===== config.mk =====
export PLATFORM = sky130hd
export DESIGN_NAME = record_table_sort_search_top
export DESIGN_NICKNAME = d
export VERILOG_FILES = /design/src/hdl/rts_pkg.sv /design/src/hdl/rts_ram.sv /design/src/hdl/rts_datapath.sv /design/src/hdl/rts_ctrl.sv /design/src/hdl/record_table_sort_search_top.sv
export VERILOG_INCLUDE_DIRS = /design/src /design/src/hdl
export SDC_FILE = /design/constraint.sdc
export NUM_CORES = 2
export LEC_CHECK = 0
export CAP_MARGIN = 20
export CORE_ASPECT_RATIO = 0.6
export CORE_MARGIN = 2
export CORE_UTILIZATION = 45
export DETAILED_ROUTE_END_ITERATION = 16
export DONT_BUFFER_PORTS = 1
export PLACE_DENSITY_LB_ADDON = 0.25
export SETUP_SLACK_MARGIN = 0.3
export SYNTH_ARGS = -nofsm -noshare
export SYNTH_HDL_FRONTEND = slang
export SYNTH_HIERARCHICAL = 1
export SYNTH_SLANG_ARGS = --single-unit

===== constraint.sdc =====
create_clock -name clk -period 55 [get_ports clk]
set_input_delay 5.5 -clock clk [delete_from_list [all_inputs] [get_ports clk]]
set_output_delay 5.5 -clock clk [all_outputs]
set_load 0.05 [all_outputs]

===== src/hdl/record_table_sort_search_top_macros.svh =====
// assertion macros shared by the table block
`ifndef RECORD_TABLE_SORT_SEARCH_TOP_MACROS_SVH
`define RECORD_TABLE_SORT_SEARCH_TOP_MACROS_SVH

// implication checked at every clock edge outside reset
`define RTS_ASSERT_IMPL(label, lhs, rhs, msg) \
    label: assert property (@(posedge clk) disable iff (!rst_n) (lhs) |-> (rhs)) \
        else $error(msg);

// implication whose right side is checked in the cycle after the left side holds
`define RTS_ASSERT_NEXT(label, lhs, rhs, msg) \
    label: assert property (@(posedge clk) disable iff (!rst_n) (lhs) |=> (rhs)) \
        else $error(msg);

`endif


===== src/hdl/rts_pkg.sv =====
package rts_pkg;

    localparam int CAPACITY_DEF  = 16;
    localparam int KEY_CHARS_DEF = 8;
    localparam int KEY_W         = 64;
    localparam int VAL_W         = 32;
    localparam int CMP_W         = 7;

    localparam logic [2:0] KIND_ADD    = 3'd0;
    localparam logic [2:0] KIND_REMOVE = 3'd1;
    localparam logic [2:0] KIND_SNAME  = 3'd2;
    localparam logic [2:0] KIND_STYPE  = 3'd3;
    localparam logic [2:0] KIND_SRANK  = 3'd4;
    localparam logic [2:0] KIND_SEARCH = 3'd5;
    localparam logic [2:0] KIND_READ   = 3'd6;

    localparam logic [1:0] ST_OK       = 2'd0;
    localparam logic [1:0] ST_FULL     = 2'd1;
    localparam logic [1:0] ST_NOTFOUND = 2'd2;
    localparam logic [1:0] ST_EMPTY    = 2'd3;

    // datapath operation selects
    typedef enum logic [2:0] {
        DP_NONE,
        DP_LOAD_A,
        DP_LOAD_B,
        DP_WRITE_IN,
        DP_WRITE_A,
        DP_WRITE_B,
        DP_REPORT
    } dp_op_t;

    typedef struct packed {
        dp_op_t     op;
        logic [5:0] addr;
        logic       clear_out;
    } dp_cmd_t;

    typedef struct packed {
        logic name_gt;    // a.name > b.name
        logic type_gt;    // b.type > a.type
        logic rank_lt;    // b.rank < a.rank
        logic name_eq_in;
        logic name_lt_in; // b.name < input name
        logic match_in;   // b matches input name and type
    } dp_stat_t;

endpackage


===== src/hdl/rts_ram.sv =====
module rts_ram #(
    parameter int WIDTH = 8,
    parameter int DEPTH = 16
) (
    input  logic                     clk,
    input  logic                     we,
    input  logic [$clog2(DEPTH)-1:0] waddr,
    input  logic [WIDTH-1:0]         wdata,
    input  logic [$clog2(DEPTH)-1:0] raddr,
    output logic [WIDTH-1:0]         rdata
);
    logic [WIDTH-1:0] mem [DEPTH];

    always_ff @(posedge clk)
    begin
        if (we)
        begin
            mem[waddr] <= wdata;
        end
        rdata <= mem[raddr];
    end
endmodule


===== src/hdl/rts_datapath.sv =====
module rts_datapath #(
    parameter int CAPACITY  = rts_pkg::CAPACITY_DEF,
    parameter int KEY_CHARS = rts_pkg::KEY_CHARS_DEF
) (
    input  logic                              clk,
    input  logic                              load_in,
    input  logic [rts_pkg::KEY_W-1:0]         name_key,
    input  logic [rts_pkg::KEY_W-1:0]         type_key,
    input  logic signed [rts_pkg::VAL_W-1:0]  amount,
    input  logic signed [rts_pkg::VAL_W-1:0]  rank,
    input  rts_pkg::dp_cmd_t                  cmd,
    output rts_pkg::dp_stat_t                 stat,
    output logic [rts_pkg::KEY_W-1:0]         out_name,
    output logic [rts_pkg::KEY_W-1:0]         out_type,
    output logic signed [rts_pkg::VAL_W-1:0]  out_amount,
    output logic signed [rts_pkg::VAL_W-1:0]  out_rank
);
    import rts_pkg::*;

    localparam int AW = $clog2(CAPACITY);
    localparam int RW = 2 * KEY_W + 2 * VAL_W;
    localparam logic [KEY_W-1:0] KEY_MASK = ~64'd0 << (KEY_W - 8 * KEY_CHARS);

    logic [KEY_W-1:0] in_name_reg, in_type_reg;
    logic [VAL_W-1:0] in_amt_reg, in_rank_reg;
    logic [RW-1:0]    a_reg, b_reg, rdata, wdata;
    logic             we, pend_a_reg, pend_b_reg, pend_r_reg;
    logic [KEY_W-1:0] an, at, bn, bt;
    logic [VAL_W-1:0] ar, br;

    assign we = (cmd.op == DP_WRITE_IN) || (cmd.op == DP_WRITE_A) || (cmd.op == DP_WRITE_B);

    always_comb
    begin
        unique case (cmd.op)
            DP_WRITE_A: wdata = a_reg;
            DP_WRITE_B: wdata = b_reg;
            default:    wdata = {in_name_reg, in_type_reg, in_amt_reg, in_rank_reg};
        endcase
    end

    rts_ram #(.WIDTH(RW), .DEPTH(CAPACITY)) u_ram (
        .clk   (clk),
        .we    (we),
        .waddr (cmd.addr[AW-1:0]),
        .wdata (wdata),
        .raddr (cmd.addr[AW-1:0]),
        .rdata (rdata)
    );

    always_ff @(posedge clk)
    begin
        if (load_in)
        begin
            in_name_reg <= name_key & KEY_MASK;
            in_type_reg <= type_key & KEY_MASK;
            in_amt_reg  <= amount;
            in_rank_reg <= rank;
        end
        pend_a_reg <= (cmd.op == DP_LOAD_A);
        pend_b_reg <= (cmd.op == DP_LOAD_B);
        pend_r_reg <= (cmd.op == DP_REPORT);
        if (pend_a_reg)
        begin
            a_reg <= rdata;
        end
        if (pend_b_reg)
        begin
            b_reg <= rdata;
        end
        if (cmd.clear_out)
        begin
            {out_name, out_type, out_amount, out_rank} <= '0;
        end
        else if (pend_r_reg)
        begin
            {out_name, out_type, out_amount, out_rank} <= rdata;
        end
    end

    assign {an, at, ar} = {a_reg[RW-1 -: 2*KEY_W], a_reg[VAL_W-1:0]};
    assign {bn, bt, br} = {b_reg[RW-1 -: 2*KEY_W], b_reg[VAL_W-1:0]};

    always_comb
    begin
        stat.name_gt    = an > bn;
        stat.type_gt    = bt > at;
        stat.rank_lt    = $signed(br) < $signed(ar);
        stat.name_eq_in = bn == in_name_reg;
        stat.name_lt_in = bn < in_name_reg;
        stat.match_in   = (bn == in_name_reg) && (bt == in_type_reg);
    end
endmodule


===== src/hdl/rts_ctrl.sv =====
module rts_ctrl #(
    parameter int CAPACITY = rts_pkg::CAPACITY_DEF
) (
    input  logic                       clk,
    input  logic                       rst_n,
    input  logic                       in_valid,
    output logic                       in_stall,
    input  logic [2:0]                 kind,
    input  logic [3:0]                 slot,
    output logic                       load_in,
    output rts_pkg::dp_cmd_t           cmd,
    input  rts_pkg::dp_stat_t          stat,
    output logic                       out_valid,
    input  logic                       out_stall,
    output logic [1:0]                 status,
    output logic [4:0]                 fill,
    output logic [3:0]                 where_found,
    output logic [rts_pkg::CMP_W-1:0]  compare_count
);
    import rts_pkg::*;
    `include "record_table_sort_search_top_macros.svh"

    localparam int CW = $clog2(CAPACITY + 1);
    localparam int IW = 7;
    // internal kind for the selection swap tail; users must not issue it, the block does not enforce this
    localparam logic [2:0] KIND_SWAP = 3'd7;

    typedef enum logic [11:0] {
        S_IDLE  = 12'b000000000001,
        S_DISP  = 12'b000000000010,
        S_RDA   = 12'b000000000100,
        S_WA    = 12'b000000001000,
        S_RDB   = 12'b000000010000,
        S_WB    = 12'b000000100000,
        S_EVAL  = 12'b000001000000,
        S_WR1   = 12'b000010000000,
        S_WR2   = 12'b000100000000,
        S_RPT   = 12'b001000000000,
        S_RPTW  = 12'b010000000000,
        S_DONE  = 12'b100000000000
    } state_t;

    state_t           state_reg, state_next;
    logic [2:0]       kind_reg, kind_next;
    logic [3:0]       slot_reg, slot_next;
    logic [CW-1:0]    count_reg, count_next;
    logic signed [IW-1:0] i_reg, i_next, j_reg, j_next, m_reg, m_next;
    logic signed [IW-1:0] lo_reg, lo_next, hi_reg, hi_next;
    logic             flag_reg, flag_next;
    logic [1:0]       status_reg, status_next;
    logic [3:0]       where_reg, where_next;
    logic [7:0]       cmp_reg, cmp_next;
    logic [IW-1:0]    addr_a, addr_b;
    logic signed [IW-1:0] mid;
    logic signed [IW-1:0] n_s;

    assign n_s = IW'(count_reg);
    assign mid = lo_reg + ((hi_reg - lo_reg) >>> 1);

    // which address pair each algorithm loads
    always_comb
    begin
        addr_a = '0;
        addr_b = '0;
        case (kind_reg)
            KIND_SNAME: begin addr_a = j_reg; addr_b = j_reg + 1'b1; end
            KIND_STYPE: begin addr_a = j_reg; addr_b = j_reg - 1'b1; end
            KIND_SRANK: begin addr_a = m_reg; addr_b = j_reg; end
            KIND_SEARCH: begin addr_a = mid; addr_b = mid; end
            default:    begin addr_a = j_reg; addr_b = j_reg; end
        endcase
    end

    always_comb
    begin
        state_next  = state_reg;
        kind_next   = kind_reg;
        slot_next   = slot_reg;
        count_next  = count_reg;
        i_next      = i_reg;
        j_next      = j_reg;
        m_next      = m_reg;
        lo_next     = lo_reg;
        hi_next     = hi_reg;
        flag_next   = flag_reg;
        status_next = status_reg;
        where_next  = where_reg;
        cmp_next    = cmp_reg;
        cmd         = '{op: DP_NONE, addr: '0, clear_out: 1'b0};
        load_in     = 1'b0;
        unique case (state_reg)
            S_IDLE:
            begin
                if (in_valid)
                begin
                    load_in     = 1'b1;
                    cmd.clear_out = 1'b1;
                    kind_next   = kind;
                    slot_next   = slot;
                    status_next = ST_OK;
                    where_next  = '0;
                    cmp_next    = '0;
                    i_next      = '0;
                    j_next      = '0;
                    flag_next   = 1'b0;
                    state_next  = S_DISP;
                end
            end
            S_DISP:
            begin
                state_next = S_DONE;
                case (kind_reg)
                    KIND_ADD:
                    begin
                        if (count_reg >= CW'(CAPACITY))
                        begin
                            status_next = ST_FULL;
                        end
                        else
                        begin
                            cmd.op     = DP_WRITE_IN;
                            cmd.addr   = 6'(count_reg);
                            count_next = count_reg + 1'b1;
                        end
                    end
                    KIND_REMOVE:
                    begin
                        // j scans for match, flag set once found and shifting
                        if (count_reg == '0)
                        begin
                            status_next = ST_NOTFOUND;
                        end
                        else
                        begin
                            state_next = S_RDB;
                        end
                    end
                    KIND_SNAME:
                    begin
                        if (n_s > 1)
                        begin
                            state_next = S_RDA;
                        end
                    end
                    KIND_STYPE:
                    begin
                        if (n_s > 1)
                        begin
                            i_next     = 7'sd1;
                            j_next     = 7'sd1;
                            state_next = S_RDA;
                        end
                    end
                    KIND_SRANK:
                    begin
                        if (n_s > 1)
                        begin
                            m_next     = '0;
                            j_next     = 7'sd1;
                            state_next = S_RDA;
                        end
                    end
                    KIND_SEARCH:
                    begin
                        if (count_reg == '0)
                        begin
                            status_next = ST_EMPTY;
                        end
                        else
                        begin
                            lo_next     = '0;
                            hi_next     = n_s - 1'b1;
                            status_next = ST_NOTFOUND;
                            state_next  = S_RDB;
                        end
                    end
                    KIND_READ:
                    begin
                        if (CW'(slot_reg) >= count_reg)
                        begin
                            status_next = ST_EMPTY;
                        end
                        else
                        begin
                            where_next = slot_reg;
                            cmd.op     = DP_REPORT;
                            cmd.addr   = 6'(slot_reg);
                            state_next = S_RPTW;
                        end
                    end
                    default: ;
                endcase
            end
            S_RDA:
            begin
                cmd.op     = DP_LOAD_A;
                cmd.addr   = 6'(addr_a);
                state_next = S_WA;
            end
            S_WA:
            begin
                state_next = S_RDB;
            end
            S_RDB:
            begin
                cmd.op     = DP_LOAD_B;
                cmd.addr   = 6'(addr_b);
                state_next = S_WB;
            end
            S_WB:
            begin
                state_next = S_EVAL;
            end
            S_EVAL:
            begin
                state_next = S_RDA;
                case (kind_reg)
                    KIND_REMOVE:
                    begin
                        if (flag_reg)
                        begin
                            // b holds entry j, store it one lower
                            cmd.op   = DP_WRITE_B;
                            cmd.addr = 6'(j_reg - 1'b1);
                            j_next   = j_reg + 1'b1;
                            if (j_reg + 1'b1 >= n_s)
                            begin
                                count_next = count_reg - 1'b1;
                                state_next = S_DONE;
                            end
                            else
                            begin
                                state_next = S_RDB;
                            end
                        end
                        else if (stat.match_in)
                        begin
                            flag_next = 1'b1;
                            j_next    = j_reg + 1'b1;
                            if (j_reg + 1'b1 >= n_s)
                            begin
                                count_next = count_reg - 1'b1;
                                state_next = S_DONE;
                            end
                            else
                            begin
                                state_next = S_RDB;
                            end
                        end
                        else
                        begin
                            j_next = j_reg + 1'b1;
                            if (j_reg + 1'b1 >= n_s)
                            begin
                                status_next = ST_NOTFOUND;
                                state_next  = S_DONE;
                            end
                            else
                            begin
                                state_next = S_RDB;
                            end
                        end
                    end
                    KIND_SNAME:
                    begin
                        cmp_next = cmp_reg + 1'b1;
                        if (stat.name_gt)
                        begin
                            flag_next = 1'b1;
                            state_next = S_WR1;
                        end
                        else
                        begin
                            state_next = S_WR2;
                        end
                    end
                    KIND_STYPE:
                    begin
                        // a is the key record at j, b is entry j-1
                        cmp_next = cmp_reg + 1'b1;
                        if (stat.type_gt)
                        begin
                            state_next = S_WR1;
                        end
                        else
                        begin
                            state_next = S_WR2;
                        end
                    end
                    KIND_SRANK:
                    begin
                        cmp_next = cmp_reg + 1'b1;
                        if (stat.rank_lt)
                        begin
                            m_next = j_reg;
                        end
                        if (j_reg + 1'b1 < n_s)
                        begin
                            j_next     = j_reg + 1'b1;
                            state_next = stat.rank_lt ? S_RDA : S_RDB;
                        end
                        else
                        begin
                            state_next = S_WR1;
                        end
                    end
                    KIND_SEARCH:
                    begin
                        cmp_next = cmp_reg + 1'b1;
                        if (stat.name_eq_in)
                        begin
                            status_next = ST_OK;
                            where_next  = 4'(mid);
                            state_next  = S_RPT;
                        end
                        else
                        begin
                            if (stat.name_lt_in)
                            begin
                                lo_next = mid + 1'b1;
                            end
                            else
                            begin
                                hi_next = mid - 1'b1;
                            end
                            // stop once the window is empty
                            if ((stat.name_lt_in && (mid >= hi_reg))
                                || (!stat.name_lt_in && (lo_reg >= mid)))
                            begin
                                state_next = S_DONE;
                            end
                            else
                            begin
                                state_next = S_RDB;
                            end
                        end
                    end
                    default: state_next = S_DONE;
                endcase
            end
            S_WR1:
            begin
                case (kind_reg)
                    KIND_SNAME:
                    begin
                        cmd.op     = DP_WRITE_B;
                        cmd.addr   = 6'(j_reg);
                        state_next = S_WR2;
                    end
                    KIND_STYPE:
                    begin
                        // shift entry j-1 up, keep key in a
                        cmd.op   = DP_WRITE_B;
                        cmd.addr = 6'(j_reg);
                        j_next   = j_reg - 1'b1;
                        if (j_reg - 1'b1 == '0)
                        begin
                            state_next = S_WR2;
                        end
                        else
                        begin
                            state_next = S_RDB;
                        end
                    end
                    default:
                    begin
                        // selection: swap i and m; load entry m into a first
                        if (m_reg != i_reg)
                        begin
                            cmd.op     = DP_LOAD_A;
                            cmd.addr   = 6'(m_reg);
                            flag_next  = 1'b1;
                            state_next = S_WR2;
                        end
                        else
                        begin
                            flag_next  = 1'b0;
                            state_next = S_WR2;
                        end
                    end
                endcase
            end
            S_WR2:
            begin
                case (kind_reg)
                    KIND_SNAME:
                    begin
                        if (cmd.op == DP_NONE && flag_reg && stat.name_gt)
                        begin
                            cmd.op   = DP_WRITE_A;
                            cmd.addr = 6'(j_reg + 1'b1);
                        end
                        if (j_reg + 2 < n_s - i_reg)
                        begin
                            j_next     = j_reg + 1'b1;
                            state_next = S_RDA;
                        end
                        else if (flag_reg && (i_reg + 2 < n_s))
                        begin
                            i_next     = i_reg + 1'b1;
                            j_next     = '0;
                            flag_next  = 1'b0;
                            state_next = S_RDA;
                        end
                        else
                        begin
                            state_next = S_DONE;
                        end
                    end
                    KIND_STYPE:
                    begin
                        cmd.op   = DP_WRITE_A;
                        cmd.addr = 6'(j_reg);
                        if (i_reg + 1'b1 < n_s)
                        begin
                            i_next     = i_reg + 1'b1;
                            j_next     = i_reg + 1'b1;
                            state_next = S_RDA;
                        end
                        else
                        begin
                            state_next = S_DONE;
                        end
                    end
                    default:
                    begin
                        // load entry i into b while entry m settles in a
                        if (flag_reg)
                        begin
                            cmd.op   = DP_LOAD_B;
                            cmd.addr = 6'(i_reg);
                        end
                        state_next = S_WR2;
                        kind_next  = KIND_SWAP;
                    end
                endcase
                if (kind_reg == KIND_SWAP)
                begin
                    // selection swap tail: a holds entry m, b holds entry i
                    if (flag_reg)
                    begin
                        cmd.op   = DP_WRITE_A;
                        cmd.addr = 6'(i_reg);
                        flag_next = 1'b0;
                        state_next = S_WR2;
                        kind_next  = KIND_SWAP;
                        j_next = m_reg;
                    end
                    else
                    begin
                        if (j_reg != i_reg || m_reg != i_reg)
                        begin
                            if (m_reg != i_reg)
                            begin
                                cmd.op   = DP_WRITE_B;
                                cmd.addr = 6'(m_reg);
                            end
                        end
                        kind_next = KIND_SRANK;
                        if (i_reg + 2 < n_s)
                        begin
                            i_next     = i_reg + 1'b1;
                            m_next     = i_reg + 1'b1;
                            j_next     = i_reg + 7'sd2;
                            state_next = S_RDA;
                        end
                        else
                        begin
                            state_next = S_DONE;
                        end
                    end
                end
            end
            S_RPT:
            begin
                cmd.op     = DP_REPORT;
                cmd.addr   = 6'(mid);
                state_next = S_RPTW;
            end
            S_RPTW:
            begin
                state_next = S_DONE;
            end
            S_DONE:
            begin
                if (!out_stall)
                begin
                    state_next = S_IDLE;
                end
            end
            default: state_next = S_IDLE;
        endcase
    end

    always_ff @(posedge clk or negedge rst_n)
    begin
        if (!rst_n)
        begin
            state_reg  <= S_IDLE;
            count_reg  <= '0;
            kind_reg   <= '0;
            flag_reg   <= 1'b0;
        end
        else
        begin
            state_reg  <= state_next;
            count_reg  <= count_next;
            kind_reg   <= kind_next;
            flag_reg   <= flag_next;
        end
    end

    always_ff @(posedge clk)
    begin
        slot_reg   <= slot_next;
        i_reg      <= i_next;
        j_reg      <= j_next;
        m_reg      <= m_next;
        lo_reg     <= lo_next;
        hi_reg     <= hi_next;
        status_reg <= status_next;
        where_reg  <= where_next;
        cmp_reg    <= cmp_next;
    end

    assign in_stall      = (state_reg != S_IDLE);
    assign out_valid     = (state_reg == S_DONE);
    assign status        = status_reg;
    assign fill          = 5'(count_reg);
    assign where_found   = where_reg;
    assign compare_count = (cmp_reg > 8'd127) ? 7'd127 : cmp_reg[6:0];

    `RTS_ASSERT_IMPL(a_fill_range, 1'b1, count_reg <= CW'(CAPACITY), "fill beyond capacity")
    `RTS_ASSERT_IMPL(a_busy_no_out, in_stall && !out_valid, !out_valid, "unexpected output")
    `RTS_ASSERT_NEXT(a_accept_disp, state_reg == S_IDLE && in_valid, state_reg == S_DISP,
        "accepted item not dispatched")
    `RTS_ASSERT_NEXT(a_hold_done, out_valid && out_stall, out_valid && $stable(status),
        "stalled result changed")
endmodule


===== src/hdl/record_table_sort_search_top.sv =====
// record table with sorting and binary search
// input channel: in_valid / in_stall carry one command transaction (kind and
// its operands); the block stalls its input while a command is in work
// output channel: out_valid / out_stall carry one result transaction per
// command, held stable while out_stall is high
// add, read and unused kinds need no table walk; remove walks the table
// once, reading one entry per step; the sorts run one compare per loop
// step through a single ram read port
// throughput: one command at a time; the next is taken the cycle after the
// result transaction completes
// reset clears the entry count and the controller; entry storage has no
// reset and is only read below the fill count
module record_table_sort_search_top #(
    parameter int CAPACITY  = rts_pkg::CAPACITY_DEF,
    parameter int KEY_CHARS = rts_pkg::KEY_CHARS_DEF
) (
    input  logic                              clk,
    input  logic                              rst_n,
    input  logic                              in_valid,
    output logic                              in_stall,
    input  logic [2:0]                        kind,
    input  logic [rts_pkg::KEY_W-1:0]         name_key,
    input  logic [rts_pkg::KEY_W-1:0]         type_key,
    input  logic signed [rts_pkg::VAL_W-1:0]  amount,
    input  logic signed [rts_pkg::VAL_W-1:0]  rank,
    input  logic [3:0]                        slot,
    output logic                              out_valid,
    input  logic                              out_stall,
    output logic [1:0]                        status,
    output logic [4:0]                        fill,
    output logic [3:0]                        where_found,
    output logic [rts_pkg::KEY_W-1:0]         out_name,
    output logic [rts_pkg::KEY_W-1:0]         out_type,
    output logic signed [rts_pkg::VAL_W-1:0]  out_amount,
    output logic signed [rts_pkg::VAL_W-1:0]  out_rank,
    output logic [rts_pkg::CMP_W-1:0]         compare_count
);
    import rts_pkg::*;

    dp_cmd_t  cmd;
    dp_stat_t stat;
    logic     load_in;

    rts_ctrl #(.CAPACITY(CAPACITY)) u_ctrl (
        .clk           (clk),
        .rst_n         (rst_n),
        .in_valid      (in_valid),
        .in_stall      (in_stall),
        .kind          (kind),
        .slot          (slot),
        .load_in       (load_in),
        .cmd           (cmd),
        .stat          (stat),
        .out_valid     (out_valid),
        .out_stall     (out_stall),
        .status        (status),
        .fill          (fill),
        .where_found   (where_found),
        .compare_count (compare_count)
    );

    rts_datapath #(.CAPACITY(CAPACITY), .KEY_CHARS(KEY_CHARS)) u_dp (
        .clk        (clk),
        .load_in    (load_in),
        .name_key   (name_key),
        .type_key   (type_key),
        .amount     (amount),
        .rank       (rank),
        .cmd        (cmd),
        .stat       (stat),
        .out_name   (out_name),
        .out_type   (out_type),
        .out_amount (out_amount),
        .out_rank   (out_rank)
    );
endmodule

* Word-level counts from Yosys, hierarchy flattened
Memory sizes are Yosys's and may differ from the RTL's. A register that Yosys moved wholly into a read port is not among the register bits. Index checks and enable logic that the tools add are counted.
Operators by class: eq/ne operators 71, magnitude comparators 15, reduce and logical (&&, ||, !) cells 39, mux-type cells 136, add/sub/neg operators 15
Operators by type and width (number):
- 192-bit case mux with 2 select lines | 1
- 7-bit 2-to-1 mux | 37
- 12-bit 2-to-1 mux | 16
- 12-bit case mux with 12 select lines | 1
- 64-bit == test | 2
- 64-bit > comparator | 2
- 9-bit 2-to-1 mux | 12
- 7-bit case mux with 2 select lines | 5
- 32-bit less-than comparator | 2
- 64-bit less-than comparator | 1
- 9-bit case mux with 7 select lines | 1
- 12-bit case mux with 5 select lines | 1
- 7-bit case mux with 3 select lines | 2
- 12-bit case mux with 3 select lines | 1
- 9-bit case mux with 2 select lines | 2
- 5-bit 2-to-1 mux | 7
- 7-bit case mux with 5 select lines | 1
- 32-bit by 6-bit less-than comparator with 1-bit output | 1
- 8-bit 2-to-1 mux | 4
- 2-bit != test, second input constant | 15
- 3-bit by 2-bit != test with 1-bit output, second input constant | 10
- 12-bit case mux with 2 select lines | 1
- 2-bit by 1-bit != test with 1-bit output, second input constant | 11
- 7-bit by 1-bit adder with 7-bit output, second input constant | 3
- other kinds (72) | 137
Word-level totals: bits in registers 845, logic and storage cells 303, memory bits (writable) 3072, output and inout bits 212, memories kept 1, input bits 203
Memory list:
- u_dp.u_ram.mem | depth 16, width 192, rd ports 1, clocked after Yosys merged registers in 1, wr ports 1, RTL line rts_ram.sv:12 | logic [WIDTH-1:0] mem [DEPTH];

* Logic depth before layout (Yosys ltp)
depth after elaboration 14, depth in mapped cells 22, depth with buffers taken out 19

* Modules after synthesis
The synthesis kept the hierarchy.
By module, submodules not included:
- rts_ram | times used 1, sequential area each 96092.2 µm², cells an instance 5008, area each 119110.5 µm²
- rts_datapath | times used 1, sequential area each 21200.3 µm², cells an instance 2729, area each 34226.6 µm²
- rts_ctrl | times used 1, sequential area each 2118.3 µm², cells an instance 931, area each 7701.1 µm²

* Worst setup path after synthesis
OpenSTA, ideal clock, no wires.
kind register -> register, start register u_dp.a_reg[158], end memory u_dp/u_ram/mem[0][0] (netlist name) (enable), arrival time 17.180 ns, library setup time 0.979 ns, cell stages (with the launch flop) 19, required time 54.021 ns, clock period less this slack 18.159 ns, path slack 36.841 ns, buffers on the path 4, path through edfxtp_1 > ha_1 > nand4_1 > or4_1 > or4_4 > o211a_1 > a21oi_1 > a21oi_1 > o21a_1 > nor2_1 > or4_1 > nand2b_1 > clkbuf_1 > clkbuf_1 > clkbuf_1 > buf_1 > nand2_1 > or3b_2 > nor3_1
RTL lines:
- from (decl) | RTL line rts_datapath.sv:26 | logic [RW-1:0] a_reg, b_reg, rdata, wdata;
- from (signal assigned) | RTL line rts_datapath.sv:65 | a_reg <= rdata;
- to (decl) | RTL line rts_ram.sv:12

==> results.json <==
{
  "p_leak_nw": 58.22,
  "num_vias": 83890,
  "end_kind": "flop",
  "power.density_nw_per_um2": 44.57,
  "met1_usage_pct": 35.74,
  "overflow": 0,
  "grt_start_max_net_pins": 135,
  "reg2reg_to": "u_dp/u_ram/rdata[182]",
  "syn_area_sq_um": 160800,
  "tightest_slew_ns": 1.219,
  "rows": 169,
  "dieArea_sq_um": 362400,
  "cp-start-kind": "flop",
  "p_seq_share_pct": 48.9,
  "wl_per_cell_um": 31.22,
  "drive_above_1_share_pct": 18.78,
  "finalSetupTns_ns": 0,
  "cp.required_ns": 55.76,
  "hold_class": "reg -> reg",
  "postRouteAntennaNets": 0,
  "routabilityCongestion": 0.8778,
  "startpoint": "u_dp/b_reg[186]",
  "syn_avg_cell_area_sq_um": 18.62,
  "p_clk_share_pct": 33.4,
  "cts_hold_buffers": 0,
  "worstPathArrival_ns": 10.57,
  "grt_usage_pct": 23.40,
  "start_util_pct": 45.35,
  "clk_path_buf_depth": 4,
  "slew_violations": 0,
  "pwr-share-comb_pct": 17.7,
  "clock_sinks": 4109,
  "status": "complete, no violations",
  "floorplan.core_area_sq_um": 354600,
  "r2r-start": "u_dp/b_reg[186]",
  "cts_setup_buffers": 0,
  "slew_headroom_pct": 18.71,
  "synth_nets": 9132,
  "htreeDepth": 5,
  "largest_reg_flops": 3072,
  "regMostFlops": "u_dp/u_ram/mem",
  "skew_ns": 0.07231,
  "ir_drop_mv": 0.03914,
  "drv_cap": 0,
  "swShare_pct": 27.55,
  "path_clk_slew_ns": 0.06,
  "postSynthCellCount": 8637,
  "die_h_um": 467.1,
  "cp_max_fo": 107,
  "antenna_found_initial": 37,
  "first_pass_iters": 6,
  "grt.busiest_layer": "met1",
  "stdcell_count": 13870,
  "ff2ff_setup_slack_ns": 45.18,
  "dr.first_iter.drc_count": 10470,
  "p_int_mw": 5.810,
  "cts_buffers": 376,
  "finalSetupViolCount": 0,
  "design_area_sq_um": 179900,
  "hold_violations": 0,
  "grt_pass1_wl_um": 613400,
  "first_global_vias": 82620,
  "crit_path_end": "u_dp/u_ram/rdata[182]",
  "clock_latency_ns": 0.95,
  "wirelength_um": 433100,
  "hpwl_um": 249200,
  "root_buffer": "clkbuf_16",
  "met3_usage_pct": 4.546,
  "boundaryPins": 415,
  "via_per_inst": 6.047,
  "fin_nets": 9344,
  "yosys_warnings": 6,
  "areaGrowthSynthToFinish_pct": 11.89,
  "gr-usage-met2_pct": 35.26,
  "fillers": 28110,
  "dpl.cell_count": 13100,
  "reg2reg_depth": 24,
  "period_minus_slack_ns": 9.816,
  "drc": 0,
  "cts_resized": 0,
  "multiInputGateArea_sq_um": 38600,
  "die_w_um": 775.8,
  "crit_type": "reg -> reg",
  "regArea_sq_um": 119400,
  "timing.final.crit_share_pct": 17.85,
  "rsz0062_at_grt": "false",
  "portBuffers": 0,
  "dpl_cell_area_sq_um": 166700,
  "cts_tree": "built",
  "p_total_mw": 8.020,
  "max_freq_ghz": 0.1019,
  "p_switching_mw": 2.210
}
## power groups by stage
stage	combinational [mW]	sequential, mW	clock (mW)
after global placement	1.36	3.99	0
after CTS	1.39	3.92	2.73
final	1.42	3.92	2.68
after floorplan	1.02	3.89	0
after global routing	1.54	3.93	2.85
after detailed placement	1.39	3.99	0
## area by class of cell
type,count,area share (%)
multi-input cells,3816,21.45
repair buffers,268,1.377
diodes,4,0.005562
flip-flops and latches,4109,66.36
clock buffers,516,5.902
well taps,4702,3.269
clock inverters,179,1.052
inverters,278,0.5799
## cells in the final DEF, fill, tap and decap left out, drive strengths merged, types with 35 or more instances in the layout
| cell type | n |
|---|---|
| edfxtp | 3701 |
| mux4 | 722 |
| clkbuf | 534 |
| nand2 | 464 |
| mux2i | 423 |
| dfxtp | 387 |
| a22oi | 339 |
| nor2 | 309 |
| o21ai | 299 |
| inv | 291 |
| ha | 289 |
| buf | 250 |
| a21oi | 147 |
| clkinv | 120 |
| mux2 | 83 |
| xnor2 | 75 |
| xor2 | 62 |
| nand4 | 61 |
| nand3 | 52 |
| nor2b | 50 |
| nand2b | 42 |
| nor3 | 40 |
| o221ai | 37 |
| a21o | 36 |
| bufinv | 35 |
## worst max-delay path: stages (launching register included)
cell and delay, ns:
edfxtp_1 0.39, inv_1 0.07, ha_1 0.31, nand4_1 0.19, nor3_1 0.68, nand4_1 0.40
or4_4 0.64, o211a_1 0.21, a21oi_1 0.16, buf_4 0.25, nand3_1 0.16, o21ai_0 0.19
a22o_1 0.15, a32o_1 0.12, nand2_1 0.09, o2111ai_4 0.13, buf_4 0.62, buf_4 0.77
buf_12 0.69, buf_4 0.79, buf_4 0.73, buf_4 0.66, mux4_2 0.58, a22oi_1 0.22
nand2_1 0.09
## per-stage QoR
stage,hold slack [ns],setup WS [ns],utilization (%)
after floorplan,0.4253,36.84,-
after global placement,0.4461,45.26,46.97
after detailed placement,0.4525,45.04,47.00
after CTS,0.4550,45.00,50.53
after global routing,0.4860,44.32,50.74
final,0.4602,45.18,50.75
## worst min path at each step
stage	startpoint	slack (ns)	cells past startpoint	to
2_1_floorplan	u_dp/u_ram/rdata[0]	0.43	0	u_dp/a_reg[0]
3_3_place_gp	u_dp/u_ram/rdata[55]	0.45	0	u_dp/b_reg[55]
3_5_place_dp	u_dp/u_ram/rdata[32]	0.45	0	u_dp/b_reg[32]
4_1_cts	u_dp/u_ram/rdata[145]	0.45	0	u_dp/a_reg[145]
5_1_grt	u_dp/u_ram/rdata[93]	0.49	0	u_dp/a_reg[93]
6_report	u_dp/u_ram/rdata[96]	0.46	0	u_dp/b_reg[96]
## layer usage
metal | share of wire (%) | up-vias | wire length [um]
met5 | 0.013 | - | 55
met4 | 2.1 | 8 | 8942
met3 | 9.4 | 542 | 40900
met2 | 45 | 4110 | 194300
met1 | 44 | 44300 | 188900
li1 | - | 34930 | -
Power figures use the tool's default switching activity.
